## config.mk

```make
export PLATFORM = sky130hd
export DESIGN_NAME = cpp_ctrl
export DESIGN_NICKNAME = d
export VERILOG_FILES = /design/src/hw/rtl/cpp_pkg.sv /design/src/hw/rtl/cpp_ctrl.sv
export SDC_FILE = /design/constraint.sdc
export NUM_CORES = 1
export LEC_CHECK = 0
export ABC_AREA = 1
export BUFFER_PORTS_ARGS = -buffer_cell sky130_fd_sc_hd__buf_2
export CAP_MARGIN = 20
export CELL_PAD_IN_SITES_DETAIL_PLACEMENT = 1
export CELL_PAD_IN_SITES_GLOBAL_PLACEMENT = 1
export CORE_AREA = 2 2 39 41
export CTS_CLUSTER_SIZE = 14
export DETAILED_ROUTE_END_ITERATION = 10
export DIE_AREA = 0 0 41 43
export GPL_TIMING_DRIVEN = 0
export PLACE_DENSITY = 0.41
export SETUP_SLACK_MARGIN = 0.05
export SLEW_MARGIN = 20
export SYNTH_ARGS = -nofsm -noshare
export SYNTH_HDL_FRONTEND = slang
export SYNTH_SLANG_ARGS = --single-unit
```

## constraint.sdc

```tcl
create_clock -name i_clk -period 2.6 [get_ports i_clk]
set_clock_uncertainty 0.1 [all_clocks]
set_input_delay 0.26 -clock i_clk [delete_from_list [all_inputs] [get_ports i_clk]]
set_output_delay 0.26 -clock i_clk [all_outputs]
set_load 0.02 [all_outputs]
```

## src/hw/rtl/cpp_pkg.sv

```systemverilog
// Shared types and constants for the circle pixel plotter.
// Payload structs, command codes and the controller/datapath interface.
// No dependencies.
`timescale 1ns / 1ps

package cpp_pkg;

    localparam int COLUMNS_PER_CHIP = 64;
    localparam int PAGES            = 8;
    localparam int ROWS             = 8 * PAGES;
    localparam int STORE_DEPTH      = 2 * COLUMNS_PER_CHIP * PAGES;
    localparam int ADDR_W           = $clog2(STORE_DEPTH);
    localparam int COL_W            = $clog2(COLUMNS_PER_CHIP);
    localparam int PAGE_W           = $clog2(PAGES);
    localparam int RADIUS_W         = 3;
    localparam int MAX_GROUPS       = 6;

    localparam logic [RADIUS_W-1:0] RADIUS_RESET = 3'd2;

    typedef enum logic [1:0] {
        CMD_SET    = 2'd0,
        CMD_CLEAR  = 2'd1,
        CMD_DRAW   = 2'd2,
        CMD_ERASE  = 2'd3
    } t_cmd;

    typedef struct packed {
        t_cmd       cmd;
        logic [7:0] x;
        logic [7:0] y;
    } t_in;

    typedef struct packed {
        logic       chip;
        logic [5:0] column;
        logic [2:0] page;
        logic [7:0] data;
        logic       valid_res;
        logic       last;
    } t_out;

    typedef struct packed {
        logic clr_step;
        logic load;
        logic rd;
        logic wr;
    } t_ctrl_cmd;

    typedef struct packed {
        logic clear_done;
        logic out_free;
        logic plot_last;
    } t_dp_status;

endpackage

```

## src/hw/rtl/cpp_ctrl.sv

```systemverilog
// Controller for the circle pixel plotter: clear sweep, accept, read, write.
// Depends on cpp_pkg.
`timescale 1ns / 1ps

module cpp_ctrl (
    input  logic                i_clk,
    input  logic                i_rst_n,
    input  logic                i_in_valid,
    output logic                o_in_ready,
    input  cpp_pkg::t_dp_status i_status,
    output cpp_pkg::t_ctrl_cmd  o_cmd
);

    typedef enum logic [1:0] {
        S_CLEAR,
        S_IDLE,
        S_READ,
        S_WRITE
    } t_state;

    t_state r_state, n_state;
    logic   r_in_ready, n_in_ready;
    logic   w_accept;

    assign w_accept = i_in_valid && r_in_ready;

    always_comb begin
        n_state    = r_state;
        n_in_ready = r_in_ready;
        o_cmd      = '0;
        unique case (r_state)
            S_CLEAR: begin
                o_cmd.clr_step = 1'b1;
                if (i_status.clear_done) begin
                    n_state    = S_IDLE;
                    n_in_ready = 1'b1;
                end
            end
            S_IDLE: begin
                if (w_accept) begin
                    o_cmd.load = 1'b1;
                    n_state    = S_READ;
                    n_in_ready = 1'b0;
                end
            end
            S_READ: begin
                o_cmd.rd = 1'b1;
                n_state  = S_WRITE;
            end
            S_WRITE: begin
                if (i_status.out_free) begin
                    o_cmd.wr = 1'b1;
                    if (i_status.plot_last) begin
                        n_state    = S_IDLE;
                        n_in_ready = 1'b1;
                    end else begin
                        n_state = S_READ;
                    end
                end
            end
            default: begin
                n_state = S_CLEAR;
            end
        endcase
    end

    always_ff @(posedge i_clk) begin
        if (!i_rst_n) begin
            r_state    <= S_CLEAR;
            r_in_ready <= 1'b0;
        end else begin
            r_state    <= n_state;
            r_in_ready <= n_in_ready;
        end
    end

    assign o_in_ready = r_in_ready;

endmodule

```

* Yosys cells after proc, flatten, opt, wreduce, memory -nomap -nowiden
Index checks and enable logic that the tools add are counted.
** Word-level totals
- Flip-flop bits (word level) :: 3
- Bits in latches :: 0
- RAM bits :: 0
- Memory bits (read-only) :: 0
- Bits of input ports :: 6
- Output and inout bits :: 5
- Logic and storage cells :: 30
- Memories :: 0
** Cells by class
- $add $sub $neg :: 0
- Multipliers :: 0
- Div/mod/pow operators :: 0
- $lt $le $gt $ge :: 0
- Eq/ne operators :: 7
- Shifts and indexed selects :: 0
- Muxes and demuxes :: 16
- Bitwise logic cells :: 0
- Reductions and logical operators :: 5
** Operator list (count)
- $mux 1 :: 10
- $mux 2 :: 4
- $ne 2x2->1 const B :: 4
- $pmux 2 s4 :: 1
- $reduce_and 5->1 :: 1
- $eq 2x2->1 const B :: 2
- $pmux 1 s3 :: 1
- $reduce_and 3->1 :: 1
- $reduce_bool 3->1 :: 1
- $eq 2x1->1 const B :: 1
- $logic_not 2->1 :: 1
- $logic_and 1x1->1 :: 1

* Longest topological paths before layout
- Depth in word-level cells :: 3
- Depth in mapped cells :: 6
- Mapped depth without buffers :: 6

* Worst setup path after synthesis
No wires, ideal clock.
- Path type :: register to output
- Start :: register r_in_ready (netlist: o_in_ready)
- End :: output port o_cmd[2] (netlist name)
- Data arrival time :: 0.859 ns
- Data required time :: 2.240 ns
- Path slack :: 1.381 ns
- Stages on the path, launching flop included :: 3
- Path buffers :: 0
- Cell sequence :: dfxtp_1 -> nand2_1 -> nor2_1
** RTL lines
- start: declaration :: line cpp_ctrl.sv:22 : logic r_in_ready, n_in_ready;
- start signal: assignment :: line cpp_ctrl.sv:73 : r_in_ready <= n_in_ready;
- end: declaration :: line cpp_ctrl.sv:11 : output cpp_pkg::t_ctrl_cmd o_cmd

==> impl_results.md <==
- Number of instances in the synthesized netlist: 28
- Post-synthesis instance area: 166 sq um
- Clock insertion delay at the later pin of the skew report: 230 ps
- Largest net degree at the start of global routing: 8
- Headroom to the max-slew limit: 84.9%
- Required time of the critical path: 2240 ps
- Non-filler instance count after layout: 58
- Total track usage: 8.23%
- Register bit total from synthesis: 3
- Final min period: 1420 ps
- Number of max-cap violations: 0
- Total of buffers placed on input and output ports: 10
- DIE WIDTH: 41 microns
- Fill cell total of the finished layout: 185
- GR Overflow Total: 0
- Clock root cell: clkbuf_4
- Final layout net count: 49
- Max Freq: 705 MHz
- Ys Warns: 0
- First-pass GRT wire length: 876 microns
- Most frequent cells in the layout: buf_2 (10), nand2_1 (8), nor2_1 (6)
- Setup_tns: 0 ps
- Endpoint of the most critical register-to-register path: r_state[0]$_SDFFE_PN0P_
- Post-DP HPWL: 418 microns
- Clk buf depth: 2
- Source of the worst register-to-register timing path: r_state[0]$_SDFFE_PN0P_
- Post-Syn Nets: 34
- Worst-path maximum fanout: 7
- Largest vdd supply drop: 0.000282 V
- Hold buffers post-CTS: 0
- Clock-pin slew on the worst setup and hold paths: 40 ps
- Layout cells sized above 1: 31.0%
- Cell count after placement: 54
- Starting utilization of the core area: 12.0%
- Ports: 11
- CTS sink count: 3
- Critical path data arrival time: 1060 ps
- Stage delay of the slowest cell on the critical path: 430 ps
- Number of remaining DRC errors: 0
- Number of library cell types mapped by synthesis: 9
- Final number of setup-violating endpoints: 0
- Critical path launch point type: flop
- Hold path startpoint: i_rst_n
- LEAKAGE: 0.142 nW
- Final-report max-slew violation count: 0
- Number of vias per cell: 3.71
- Setup repair after global routing missed its margin: false
- Number of setup buffers added after CTS: 0
- Initial antenna violation count: 0
- Count of H-tree levels built during CTS: 1
- Status: finished clean
- Critical path endpoint category: output pin
- Die area: 1760 sq um
- Core Footprint: 1380 sq um
- Quantity of gates resized following cts: 0
- Period Utilization, post-route: 54.6%
- Standard-cell row count: 14
- Hold-critical path depth: 3
- Area growth from synthesis to final layout: 57.9%
- Hold Crit Class: primary input to flop
- Least-Margin Pin Slew: 226 ps
- Crit Path Class: flop to output pin
- CTS buffer count: 3
- Number of global-route vias before repair: 193
- Average cell area after synthesis: 5.94 sq um
- Ordered cell list for the critical path: nand2_1, nor2_1, buf_2
- Final weighted congestion in routability-driven placement: 0.658
- Cell with the largest stage delay on the worst path: dfxtp_1
- Antenna diode instance count: 0
- WL per Instance: 9.17 microns
- Most common cell after layout, fill and taps aside: buf_2
- Share of the yosys chip area belonging to registers: 36.1%
- Worst hold path endpoint: r_state[0]$_SDFFE_PN0P_
- Vertical extent of the die: 43 microns
- Final Routed Wirelength: 532 microns
- First-pass iteration count of the detailed router: 1
- Post-route ant nets: 0
- DR iter-0 viols: 0
- Reg2reg setup slack: 1510 ps
- Worst r2r path cells: 5
- DR vias: 215
- Power per cell area: 1110 nW/um^2
- Final hold violation count: 0
- CTS tree: yes
per-stage QoR:
step	util [%]	worst slack [ps]	total power, mW	area (sq um)	hold slack (ps)
after CTS	19.0	1160	0.301	263	183
after global placement	17.1	1440	0.212	236	367
after detailed placement	17.1	1420	0.213	236	385
after global routing	19.0	1050	0.327	263	175
final	19.0	1180	0.292	263	190
after floorplan	-	1380	0.169	166	286
metal layers:
layer	track usage, %	up-vias	share of wire, %
li1	-	118	-
met1	9.97	88	52
met2	9.38	9	41
met3	7.85	0	7.1
met4	4.00	0	0
met5	0	-	0
state kept, by name, indices dropped and copies added (netlist names):
name	flops
o_in_ready	1
r_state	2
power by group:
| group | internal (mW) | total [mW] | switching (mW) |
|---|---|---|---|
| combinational | 0.0433 | 0.125 | 0.0822 |
| sequential | 0.0635 | 0.0844 | 0.0209 |
| clock | 0.0576 | 0.0824 | 0.0248 |
area by class of cell:
| cell class | count | area [sq um] | share of cell area, % |
|---|---|---|---|
| Clock buffer | 4 | 26.3 | 10.0 |
| Sequential cell | 3 | 60.1 | 22.9 |
| Tap cell | 16 | 20.0 | 7.62 |
| Timing Repair Buffer | 10 | 50.0 | 19.0 |
| Multi-Input combinational cell | 21 | 91.3 | 34.8 |
| Inverter | 4 | 15.0 | 5.71 |
cell usage after synthesis:
cell type / count / area share [%]
dfxtp_1: 3 / 36
a21oi_1: 1 / 3.0
o21ai_0: 1 / 3.0
a21boi_1: 1 / 4.5
nand3_1: 3 / 9.0
nand2_1: 8 / 18
nor2_1: 6 / 14
nand4_1: 1 / 3.8
inv_1: 4 / 9.0
cells by family after synthesis:
logic type,after synthesis,share of synthesized area (%)
AO/OA/AOI/OAI,3,10.5
buffers and inverters,4,9.02
flip-flops,3,36.1
AND/OR/NAND/NOR,18,44.4
worst max-delay path, delay by kind of cell (launching register included):
kind,cells,cell delay [ps]
buffers and inverters,1,160
AND/OR/NAND/NOR,2,230
flip-flops,1,430
worst max-delay path by stage:
| stage | start | endpoint | slack (ps) | cells past startpoint |
|---|---|---|---|---|
| 2_1_floorplan | o_in_ready$_SDFFE_PN0P_ | o_cmd[2] | 1380 | 2 |
| 3_3_place_gp | r_state[0]$_SDFFE_PN0P_ | o_cmd[2] | 1440 | 3 |
| 3_5_place_dp | r_state[0]$_SDFFE_PN0P_ | o_cmd[2] | 1420 | 3 |
| 4_1_cts | r_state[0]$_SDFFE_PN0P_ | o_cmd[2] | 1160 | 3 |
| 5_1_grt | r_state[0]$_SDFFE_PN0P_ | o_cmd[2] | 1050 | 3 |
| 6_report | r_state[0]$_SDFFE_PN0P_ | o_cmd[2] | 1180 | 3 |
Power figures use the tool's default switching activity.
